==> config.mk <==
export PLATFORM = sky130hd
export DESIGN_NAME = touch_gesture_recognizer_unit
export DESIGN_NICKNAME = d
export VERILOG_FILES = /design/src/rtl/tgr_pkg.sv /design/src/rtl/touch_gesture_recognizer_unit.sv /design/src/rtl/tgr_coord_map.sv /design/src/rtl/tgr_gesture_core.sv
export SDC_FILE = /design/constraint.sdc
export NUM_CORES = 1
export LEC_CHECK = 0
export ABC_AREA = 1
export BUFFER_PORTS_ARGS = -buffer_cell sky130_fd_sc_hd__buf_2
export CAP_MARGIN = 40
export CORE_MARGIN = 8
export CORE_UTILIZATION = 50
export CTS_CLUSTER_SIZE = 20
export DETAILED_ROUTE_END_ITERATION = 6
export GPL_TIMING_DRIVEN = 0
export PLACE_DENSITY = 0.67
export SETUP_SLACK_MARGIN = 0.15
export SLEW_MARGIN = 20
export SYNTH_ARGS = -nofsm -noshare
export SYNTH_HDL_FRONTEND = slang
export SYNTH_HIERARCHICAL = 1
export SYNTH_SLANG_ARGS = --single-unit
==> constraint.sdc <==
create_clock -name clk -period 16.8 [get_ports clk]
set_clock_uncertainty 0.05 [all_clocks]
set_input_delay 3.36 -clock clk [delete_from_list [all_inputs] [get_ports clk]]
set_output_delay 3.36 -clock clk [all_outputs]
set_load 0.05 [all_outputs]
==> src/rtl/tgr_pkg.sv <==
// Shared types and constants for the touch gesture recognizer.
// Holds the poll and result payload structs, register indexes and gesture codes.
// No dependencies.
package tgr_pkg;

	localparam int unsigned POS_X_W = 9;
	localparam int unsigned POS_Y_W = 8;
	localparam int unsigned CFG_IDX_W = 3;
	localparam int unsigned CFG_DATA_W = 16;

	localparam logic [POS_X_W-1:0] SCREEN_MAX_X = 9'd319;
	localparam logic [POS_Y_W-1:0] SCREEN_MAX_Y = 8'd239;

	// Register indexes on the configuration port.
	localparam logic [CFG_IDX_W-1:0] CFG_TOUCH_ENABLED = 3'd0;
	localparam logic [CFG_IDX_W-1:0] CFG_ROTATION_FLIP = 3'd1;
	localparam logic [CFG_IDX_W-1:0] CFG_HOLD_TIME = 3'd2;
	localparam logic [CFG_IDX_W-1:0] CFG_SWIPE_TRAVEL = 3'd3;
	localparam logic [CFG_IDX_W-1:0] CFG_TAP_TOLERANCE = 3'd4;

	// Gesture codes.
	localparam logic [1:0] G_LONG = 2'd0;
	localparam logic [1:0] G_LEFT = 2'd1;
	localparam logic [1:0] G_RIGHT = 2'd2;
	localparam logic [1:0] G_TAP = 2'd3;

	typedef struct packed {
		logic        buffer_ready;
		logic [3:0]  point_count;
		logic [15:0] raw_x;
		logic [15:0] raw_y;
		logic [31:0] time_ms;
	} poll_t;

	typedef struct packed {
		logic [1:0]         gesture;
		logic [POS_X_W-1:0] pos_x;
		logic [POS_Y_W-1:0] pos_y;
	} result_t;

	typedef struct packed {
		logic [POS_X_W-1:0] x;
		logic [POS_Y_W-1:0] y;
	} point_t;

	// A poll after coordinate mapping, as held in the first stage.
	typedef struct packed {
		logic        touch;
		point_t      pos;
		logic [31:0] time_ms;
	} mapped_poll_t;

	// Gesture thresholds handed from the register file to the core.
	typedef struct packed {
		logic        touch_enabled;
		logic [15:0] hold_time;
		logic [8:0]  swipe_travel;
		logic [7:0]  tap_tolerance;
		logic [15:0] tap_tolerance_sq;
	} gesture_cfg_t;

endpackage

==> src/rtl/touch_gesture_recognizer_unit.sv <==
// Top level of the touch gesture recognizer: register file, poll stage and core.
// Depends on tgr_pkg, tgr_coord_map and tgr_gesture_core.
//
//   channel   direction  handshake                     payload
//   poll      in         poll_valid / poll_ready       poll_data (poll_t)
//   result    out        result_valid / result_ready   result_data (result_t)
//   config    in         cfg_we                        cfg_index, cfg_wdata
//
// A poll is mapped to landscape and registered in the cycle it transfers, then
// decided once the result slot is free, with any gesture landing in the result register.
// One poll per cycle is taken while no result is stalled; a fired gesture sets result_valid.
// Reset clears the press state and loads the register defaults; no clearing pass.
// A stalled result holds the poll stage, which in turn drops poll_ready.
module touch_gesture_recognizer_unit
	import tgr_pkg::*;
(
	input  logic                  clk,
	input  logic                  arst_n,
	input  logic                  poll_valid,
	output logic                  poll_ready,
	input  poll_t                 poll_data,
	output logic                  result_valid,
	input  logic                  result_ready,
	output result_t               result_data,
	input  logic                  cfg_we,
	input  logic [CFG_IDX_W-1:0]  cfg_index,
	input  logic [CFG_DATA_W-1:0] cfg_wdata
);

	logic         touch_enabled_q;
	logic         rotation_flip_q;
	logic [15:0]  hold_time_q;
	logic [8:0]   swipe_travel_q;
	logic [7:0]   tap_tolerance_q;
	logic [15:0]  tap_tolerance_sq_q;
	logic         valid_s1;
	mapped_poll_t poll_s1;
	mapped_poll_t mapped;
	logic         advance;
	gesture_cfg_t cfg;

	// The squared tolerance is formed at write time to keep it off the decision path.
	always_ff @(posedge clk or negedge arst_n) begin
		if (!arst_n) begin
			touch_enabled_q <= 1'b1;
			rotation_flip_q <= 1'b1;
			hold_time_q <= 16'd600;
			swipe_travel_q <= 9'd60;
			tap_tolerance_q <= 8'd12;
			tap_tolerance_sq_q <= 16'd144;
		end else if (cfg_we) begin
			unique case (cfg_index)
				CFG_TOUCH_ENABLED: touch_enabled_q <= cfg_wdata[0];
				CFG_ROTATION_FLIP: rotation_flip_q <= cfg_wdata[0];
				CFG_HOLD_TIME: hold_time_q <= cfg_wdata;
				CFG_SWIPE_TRAVEL: swipe_travel_q <= cfg_wdata[8:0];
				CFG_TAP_TOLERANCE: begin
					tap_tolerance_q <= cfg_wdata[7:0];
					tap_tolerance_sq_q <= {8'd0, cfg_wdata[7:0]} * {8'd0, cfg_wdata[7:0]};
				end
				default: ;
			endcase
		end
	end

	assign cfg.touch_enabled = touch_enabled_q;
	assign cfg.hold_time = hold_time_q;
	assign cfg.swipe_travel = swipe_travel_q;
	assign cfg.tap_tolerance = tap_tolerance_q;
	assign cfg.tap_tolerance_sq = tap_tolerance_sq_q;

	tgr_coord_map u_map (
		.poll          (poll_data),
		.rotation_flip (rotation_flip_q),
		.mapped        (mapped)
	);

	assign poll_ready = !valid_s1 || advance;

	always_ff @(posedge clk or negedge arst_n) begin
		if (!arst_n) begin
			valid_s1 <= 1'b0;
		end else if (poll_ready) begin
			valid_s1 <= poll_valid;
		end
	end

	always_ff @(posedge clk) begin
		if (poll_valid && poll_ready) begin
			poll_s1 <= mapped;
		end
	end

	tgr_gesture_core u_core (
		.clk          (clk),
		.arst_n       (arst_n),
		.cfg          (cfg),
		.valid_s1     (valid_s1),
		.poll_s1      (poll_s1),
		.advance      (advance),
		.result_valid (result_valid),
		.result_ready (result_ready),
		.result_data  (result_data)
	);

endmodule

==> src/rtl/tgr_coord_map.sv <==
// Portrait to landscape coordinate mapping with mirroring and clamping.
// Depends on tgr_pkg.
module tgr_coord_map
	import tgr_pkg::*;
(
	input  poll_t        poll,
	input  logic         rotation_flip,
	output mapped_poll_t mapped
);

	logic ry_over;
	logic rx_over;
	logic [POS_X_W-1:0] sx;
	logic [POS_Y_W-1:0] sy;

	assign ry_over = poll.raw_y > {7'd0, SCREEN_MAX_X};
	assign rx_over = poll.raw_x > {8'd0, SCREEN_MAX_Y};

	// The mirrored value saturates instead of wrapping when the raw value is out of range.
	always_comb begin
		if (rotation_flip) begin
			sx = ry_over ? '0 : SCREEN_MAX_X - poll.raw_y[POS_X_W-1:0];
			sy = rx_over ? SCREEN_MAX_Y : poll.raw_x[POS_Y_W-1:0];
		end else begin
			sx = ry_over ? SCREEN_MAX_X : poll.raw_y[POS_X_W-1:0];
			sy = rx_over ? '0 : SCREEN_MAX_Y - poll.raw_x[POS_Y_W-1:0];
		end
	end

	assign mapped.touch = poll.buffer_ready && (poll.point_count != 4'd0);
	assign mapped.pos.x = sx;
	assign mapped.pos.y = sy;
	assign mapped.time_ms = poll.time_ms;

endmodule

==> src/rtl/tgr_gesture_core.sv <==
// Press tracking, gesture decision and the result register.
// Depends on tgr_pkg.
module tgr_gesture_core
	import tgr_pkg::*;
(
	input  logic         clk,
	input  logic         arst_n,
	input  gesture_cfg_t cfg,
	input  logic         valid_s1,
	input  mapped_poll_t poll_s1,
	output logic         advance,
	output logic         result_valid,
	input  logic         result_ready,
	output result_t      result_data
);

	logic               pressed_q;
	logic               long_done_q;
	point_t             start_q;
	logic [31:0]        start_time_q;
	point_t             recent_q;
	logic               out_valid_q;
	result_t            out_data_q;

	logic               take;
	logic [31:0]        elapsed;
	logic signed [9:0]  ldx;
	logic signed [8:0]  ldy;
	logic [9:0]         ldx_neg;
	logic [8:0]         ldy_neg;
	logic [8:0]         ladx;
	logic [7:0]         lady;
	logic [17:0]        sqx;
	logic [15:0]        sqy;
	logic [18:0]        dist_sq;
	logic               fire_long;
	logic signed [9:0]  rdx;
	logic signed [8:0]  rdy;
	logic [9:0]         rdx_neg;
	logic [8:0]         rdy_neg;
	logic [8:0]         radx;
	logic [7:0]         rady;
	logic               horiz;
	logic               is_left;
	logic               is_right;
	logic               is_tap;
	logic               fire;
	result_t            next_out;

	// The slot is free when it is empty or its result transfers this cycle.
	assign advance = !out_valid_q || result_ready;
	assign take = valid_s1 && advance && cfg.touch_enabled;

	// Long press check against the start of the press.
	always_comb begin
		elapsed = poll_s1.time_ms - start_time_q;
		ldx = $signed({1'b0, poll_s1.pos.x}) - $signed({1'b0, start_q.x});
		ldy = $signed({1'b0, poll_s1.pos.y}) - $signed({1'b0, start_q.y});
		ldx_neg = -ldx;
		ldy_neg = -ldy;
		ladx = ldx[9] ? ldx_neg[8:0] : ldx[8:0];
		lady = ldy[8] ? ldy_neg[7:0] : ldy[7:0];
		sqx = {9'd0, ladx} * {9'd0, ladx};
		sqy = {8'd0, lady} * {8'd0, lady};
		dist_sq = {1'b0, sqx} + {3'b0, sqy};
		fire_long = pressed_q && !long_done_q
			&& (elapsed >= {16'd0, cfg.hold_time})
			&& (dist_sq <= {3'b0, cfg.tap_tolerance_sq});
	end

	// Release classification from the last point of the press.
	always_comb begin
		rdx = $signed({1'b0, recent_q.x}) - $signed({1'b0, start_q.x});
		rdy = $signed({1'b0, recent_q.y}) - $signed({1'b0, start_q.y});
		rdx_neg = -rdx;
		rdy_neg = -rdy;
		radx = rdx[9] ? rdx_neg[8:0] : rdx[8:0];
		rady = rdy[8] ? rdy_neg[7:0] : rdy[7:0];
		horiz = {1'b0, rady} < radx;
		is_left = (rdx[9] || radx == 9'd0) && (radx >= cfg.swipe_travel) && horiz;
		is_right = !rdx[9] && (radx >= cfg.swipe_travel) && horiz;
		is_tap = (radx <= {1'b0, cfg.tap_tolerance}) && (rady <= cfg.tap_tolerance);
	end

	always_comb begin
		fire = 1'b0;
		next_out.gesture = G_TAP;
		next_out.pos_x = start_q.x;
		next_out.pos_y = start_q.y;
		if (poll_s1.touch) begin
			fire = fire_long;
			next_out.gesture = G_LONG;
		end else if (pressed_q && !long_done_q) begin
			if (is_left) begin
				fire = 1'b1;
				next_out.gesture = G_LEFT;
				next_out.pos_x = recent_q.x;
				next_out.pos_y = recent_q.y;
			end else if (is_right) begin
				fire = 1'b1;
				next_out.gesture = G_RIGHT;
				next_out.pos_x = recent_q.x;
				next_out.pos_y = recent_q.y;
			end else begin
				fire = is_tap;
			end
		end
	end

	always_ff @(posedge clk or negedge arst_n) begin
		if (!arst_n) begin
			pressed_q <= 1'b0;
			long_done_q <= 1'b0;
			start_q <= '0;
			start_time_q <= '0;
			recent_q <= '0;
			out_valid_q <= 1'b0;
		end else begin
			if (advance) begin
				out_valid_q <= take && fire;
			end
			if (take) begin
				if (poll_s1.touch) begin
					if (!pressed_q) begin
						pressed_q <= 1'b1;
						long_done_q <= 1'b0;
						start_q <= poll_s1.pos;
						start_time_q <= poll_s1.time_ms;
					end else if (fire_long) begin
						long_done_q <= 1'b1;
					end
					recent_q <= poll_s1.pos;
				end else begin
					pressed_q <= 1'b0;
				end
			end
		end
	end

	always_ff @(posedge clk) begin
		if (advance && take && fire) begin
			out_data_q <= next_out;
		end
	end

	assign result_valid = out_valid_q;
	assign result_data = out_data_q;

endmodule

## After elaboration in Yosys (flattened, before gate mapping)

Index checks and enable logic that the tools add are counted.

- Bitwise gates (word level): 1
- Order comparisons: 8
- $mul: 3
- $add $sub $neg: 12
- Reduce and logical (&&, ||, !) cells: 33
- Equality and inequality tests: 5
- Mux-type cells: 21

Operator list:

| operator | count |
|---|---|
| 9-bit 2-to-1 mux | 5 |
| 8-bit 2-to-1 mux | 5 |
| 19-bit 2-to-1 mux | 2 |
| 32-bit by 16-bit greater-or-equal comparator with 1-bit output | 1 |
| 8-bit by 8-bit multiplier with 16-bit output | 2 |
| 32-bit subtractor | 1 |
| 9-bit by 9-bit subtractor with 10-bit output | 2 |
| 18-bit by 16-bit adder with 19-bit output | 1 |
| 19-bit by 16-bit <= comparator with 1-bit output | 1 |
| 9-bit by 9-bit multiplier with 18-bit output | 1 |
| 18-bit 2-to-1 mux | 1 |
| 9-bit negation | 2 |
| 8-bit by 8-bit subtractor with 9-bit output | 2 |
| 17-bit 2-to-1 mux | 1 |
| 16-bit by 8-bit > comparator with 1-bit output, second input constant | 1 |
| 16-bit by 9-bit > comparator with 1-bit output, second input constant | 1 |
| 8-bit negation | 2 |
| 1-bit logical AND | 15 |
| 2-bit AND reduction | 6 |
| 9-bit greater-or-equal comparator | 1 |
| 9-bit by 8-bit <= comparator with 1-bit output | 1 |
| 9-bit logical NOT | 1 |
| 8-bit by 9-bit < comparator with 1-bit output | 1 |
| 9-bit subtractor, first input constant | 1 |
| 13 further kinds | 26 |

- Register bits after elaboration: 190
- Bits of input ports: 93
- Output and inout bits: 21

## Logic depth before layout (Yosys ltp)

- Word-level depth: 11
- Depth in mapped cells: 52
- Mapped depth without buffers: 51

## Hierarchy

The synthesis kept the hierarchy.

Modules (own cells, without submodules):

| module | times used | area an instance (um^2) | cells each | sequential area each (um^2) |
|---|---|---|---|---|
| tgr_gesture_core | 1 | 13595.5 | 1911 | 2297.2 |
| touch_gesture_recognizer_unit | 1 | 5246.3 | 513 | 2770.2 |
| tgr_coord_map | 1 | 904.6 | 162 | 0.0 |

## Worst setup path after synthesis

Ideal clock, no wire load.

- Path type: register -> register
- From: register poll_s1[32] (netlist name)
- To: register u_core.out_data_q (netlist bit u_core/result_data[0]) (enable)
- Arrival: 8.009 ns
- Buffers on the path: 1
- Data required time: 16.374 ns
- Setup slack: 8.365 ns
- Setup time: 0.376 ns
- Clock period less this slack: 8.435 ns
- Stages on the path, launching flop included: 43
- Path through: edfxtp_1 > inv_1 > ha_1 > inv_1 > fa_1 > nand3_1 > nand2_1 > a21oi_1 > o21bai_1 > nand2_1 > nand2_1 > a21oi_1 > buf_2 > o31ai_1 > xnor2_2 > inv_1 > nand2_1 > fa_1 > [7 not listed] > inv_1 > ha_1 > nand2_1 > or2_2 > nand3_1 > nand2_1 > nand2_1 > a31oi_1 > xor2_1 > ha_1 > nand2_1 > nor2_1 > nand4_1 > nand2_1 > nand4_1 > nor3_1 > nand2_1 > nand2_1

- Longest elaborated chain between the ends: 9

Ends and longest elaborated chain:

| element | RTL line | text |
|---|---|---|
| 8-bit by 8-bit subtractor with 9-bit output * | tgr_gesture_core.sv:58 | `ldy = $signed({1'b0, poll_s1.pos.y}) - $signed({1'b0, start_q.y});` |
| 8-bit negation | tgr_gesture_core.sv:60 | `ldy_neg = -ldy;` |
| 8-bit 2-to-1 mux * | tgr_gesture_core.sv:62 | `lady = ldy[8] ? ldy_neg[7:0] : ldy[7:0];` |
| 8-bit by 8-bit multiplier with 16-bit output * | tgr_gesture_core.sv:64 | `sqy = {8'd0, lady} * {8'd0, lady};` |
| 18-bit by 16-bit adder with 19-bit output * | tgr_gesture_core.sv:65 | `dist_sq = {1'b0, sqx} + {3'b0, sqy};` |
| 19-bit by 16-bit <= comparator with 1-bit output * | tgr_gesture_core.sv:68 | `&& (dist_sq <= {3'b0, cfg.tap_tolerance_sq});` |
| 1-bit logical AND * | tgr_gesture_core.sv:68 |  |
| 1-bit 2-to-1 mux * | tgr_gesture_core.sv:90 | `if (poll_s1.touch) begin` |
| 1-bit logical AND * | tgr_gesture_core.sv:141 | `if (advance && take && fire) begin` |
| end signal: assignment | tgr_gesture_core.sv:142 | `out_data_q <= next_out;` |
| end: declaration | tgr_gesture_core.sv:23 | `result_t out_data_q;` |

Mark *: on every way between the ends. The rest lies on a longest branch, timed or not.
A chain may end at the register's enable or synchronous reset.

## Worst setup path in the final report

- From: register poll_s1[32] (netlist name)
- To: register u_core.out_data_q (netlist bit u_core/result_data[3]) (enable)

- Longest elaborated chain between the ends: 9

Ends and longest elaborated chain:

| element | RTL line |
|---|---|
| 8-bit by 8-bit subtractor with 9-bit output * | tgr_gesture_core.sv:58 |
| 8-bit negation | tgr_gesture_core.sv:60 |
| 8-bit 2-to-1 mux * | tgr_gesture_core.sv:62 |
| 8-bit by 8-bit multiplier with 16-bit output * | tgr_gesture_core.sv:64 |
| 18-bit by 16-bit adder with 19-bit output * | tgr_gesture_core.sv:65 |
| 19-bit by 16-bit <= comparator with 1-bit output * | tgr_gesture_core.sv:68 |
| 1-bit logical AND * | tgr_gesture_core.sv:68 |
| 1-bit 2-to-1 mux * | tgr_gesture_core.sv:90 |
| 1-bit logical AND * | tgr_gesture_core.sv:141 |

Marks and branches as above.

==> metrics.csv <==
stage,metric,value,unit
global_route,groute.usage.overall,0.208,
timing,whs,424,ps
yosys,avgSynthCellArea,7.64,um2
yosys,ys_seq_area_frac,0.257,
global_route,gr-max-usage-layer,met2,
critical_path,crit_path_top_delay_cell,fa_1,
route,avgRoutedWirePerCell,14.6,um
clock_tree,ctsHoldBuffers,0,
yosys,yosys.area_share.simple,0.226,
global_route,use_met2,0.375,
timing,fmax,98.5,MHz
layout,drive_above_1_share,0.0923,
critical_path,crit_start,poll_s1[32]$_DFFE_PP_,
route,viasPerCell,5.04,
critical_path,critical_path_arrival,10240,ps
layout,layout.nets,3126,
critical_path,cp_common_cell,nand2_1,
clock_tree,worst_skew_pair.late_latency,440,ps
yosys,synth_top_area_frac,0.144,
yosys,syn_area,19700,um2
route,drt-initial-drc-count,878,
clock_tree,htree_levels,4,
route,via_count,16200,
placed_design,preCtsSetupSlack,6670,ps
placed_design,port_buffers,77,
die,fp-row-count,73,
yosys,syn-num-nets,3026,
timing,layout_setup_ws,6650,ps
yosys,synth_top_family_by_area,adder cells,
global_route,grt_pass1_wl,80000,um
clock_tree,clk_pin_slew,70,ps
critical_path,cp-start-kind,register,
timing,slew_headroom,0.509,
die,core,39400,um2
critical_path,end_kind,register,
timing,finalMaxSlewViolations,0,
layout,layout_common_cells,"637 x nand2_1, 564 x inv_1, 227 x ha_1",
layout,seq_area,5070,um2
clock_tree,cts_resized,0,
yosys,synth_edf_count,69,
outcome,status,completed,
route,drc,0,
critical_path,r2r.worst_path.cells,41,
critical_path,critPathMaxFanout,14,
timing,worst_slew_pin_slew,736,ps
clock_tree,cts_root_buf,clkbuf_16,
timing,final.setup.tns,0,ps
route,postRouteAntennaNets,0,
yosys,ys_types,55,
layout,final_common_cell,nand2_1,
global_route,grt_max_degree,80,
placed_design,hpwl,40000,um
timing,post-route-period-util,0.604,
yosys,synth_xor_area_frac,0.0402,
yosys,netlist_instances,2586,
critical_path,required,16890,ps
yosys,synth_fa_ha_area_frac,0.265,
min_path,hold_start,hold_time_q[4]$_DFFE_PN1P_,
timing,rsz0062_at_grt,no,
yosys,async_flop_share,0.633,
yosys,synth.area.top_cells,"ha_1 14%, dfrtp_1 13%, fa_1 12%",
placed_design,place.gp.congestion,0.946,
layout,fill_cells,3756,
min_path,holdCritPathClass,reg2reg,
global_route,grt_pass1_vias,16800,
route,dr.pass1.iters,5,
clock_tree,cts_sinks,188,
clock_tree,cts_tree,yes,
layout,antenna-diode-count,0,
yosys,yosysTopAreaCell,ha_1,
global_route,antenna_found_initial,0,
global_route,overflow,0,
die,start_util,0.502,
clock_tree,cts_setup_buffers,0,
timing,setup_viol,0,
yosys,synth_mux_area_frac,0.0124,
die,die_w,215,um
die,fp.dieArea,46100,um2
yosys,synthFlopType,dfrtp_1,
yosys,ys.warnings.count,6,
layout,syn_to_final_growth,8.74,%
global_route,use_met3,0.0239,
min_path,holdPathStages,2,
layout,multiInputGateArea,12100,um2
yosys,synth_compound_area_frac,0.0675,
timing,period_minus_slack,10150,ps
critical_path,crit-reg2reg-launch,poll_s1[32]$_DFFE_PP_,
critical_path,cp_slowest_stage_delay,570,ps
clock_tree,numCtsBuffers,17,
route,wirelength,47200,um
job,maxCapViolCount,0,
clock_tree,clock_path_buffers,2,
timing,hold_violations,0,
die,boundaryPins,114,
global_route,use_met1,0.257,
critical_path,critPathKind,reg2reg,
die,die_h,215,um
yosys,synth-seq-cells,188,
sequential cells by signal, indices dropped and copies added (netlist names):
signal and count:
poll_s1 50, u_core/start_time_q 32, u_core/result_data 19, u_core/recent_q 17, u_core/start_q 17, hold_time_q 16
tap_tolerance_sq_q 14, swipe_travel_q 9, tap_tolerance_q 8, rotation_flip_q 1, touch_enabled_q 1, u_core/long_done_q 1
u_core/pressed_q 1, u_core/result_valid 1, valid_s1 1
worst max-delay path, delay by kind of cell (launching register included):
kind	cells	cell delay [ps]
AND/OR/NAND/NOR	12	1800
XOR/XNOR	1	210
flip-flops	1	420
AO/OA/AOI/OAI	11	1850
buffers and inverters	7	1200
adder cells (fa/ha/maj)	10	4300
metrics by stage:
step	cells	cell area (um2)	utilization
6_report	3224	21500	0.545
5_1_grt	3224	21500	0.545
4_1_cts	3224	21500	0.545
3_5_place_dp	3192	20900	0.531
3_3_place_gp	3188	20800	0.528
2_1_floorplan	2586	19700	-
Yosys cell counts, types with 3 or more instances:
cell / number
edfxtp_1: 69
nand2_1: 637
o21ai_1: 28
nand3_2: 6
dfrtp_1: 105
a211oi_1: 4
fa_1: 120
dfstp_2: 14
nand2_2: 25
mux2_2: 19
o21bai_1: 19
buf_2: 7
o21ai_0: 82
or2_2: 5
a21oi_1: 93
clkbuf_1: 22
xnor2_1: 23
a21o_1: 4
nor3_1: 22
inv_1: 564
buf_6: 3
nor2_2: 3
ha_1: 227
xor2_1: 62
nor2_1: 181
nor2_4: 3
nand4_1: 39
a31oi_1: 3
nand3_1: 121
nand3b_1: 7
inv_2: 4
buf_4: 35
final cells by class:
class	instances	share of cell area
plain buffers	72	0.0216
repair buffers	81	0.0228
clock inverters	6	0.00216
multi-input cells	1756	0.563
well taps	525	0.0306
clock buffers	26	0.0243
flip-flops and latches	188	0.236
inverters	570	0.100
cells by family after synthesis:
group	after synthesis
other cells	1
buf+inv	642
fa+ha+maj	347
simple gates	1055
flops	188
mux	21
xor+xnor	88
compound gates	244
worst paths after layout:
| check | to | slack [ps] |
|---|---|---|
| hold / removal | hold_time_q[4]$_DFFE_PN1P_ | 420 |
| setup reg to reg | u_core/result_data[3]$_DFFE_PP_ | 6650 |
| min in group asynchronous | u_core/start_time_q[26]$_DFFE_PN0P_ | 2770 |
| max in group asynchronous | tap_tolerance_q[2]$_DFFE_PN1P_ | 13160 |
| setup / recovery | u_core/result_data[3]$_DFFE_PP_ | 6650 |
| hold reg to reg | hold_time_q[4]$_DFFE_PN1P_ | 420 |
metal layers:
metal | wire (um) | vias to the layer above
li1 | - | 8190
met1 | 20700 | 7692
met2 | 24000 | 281
met3 | 1350 | 80
met4 | 1130 | 0
met5 | 0 | -
Power is left out: the tool's default activity adds up to more than one toggle a clock period on the data nets, which glitch-free logic cannot reach.
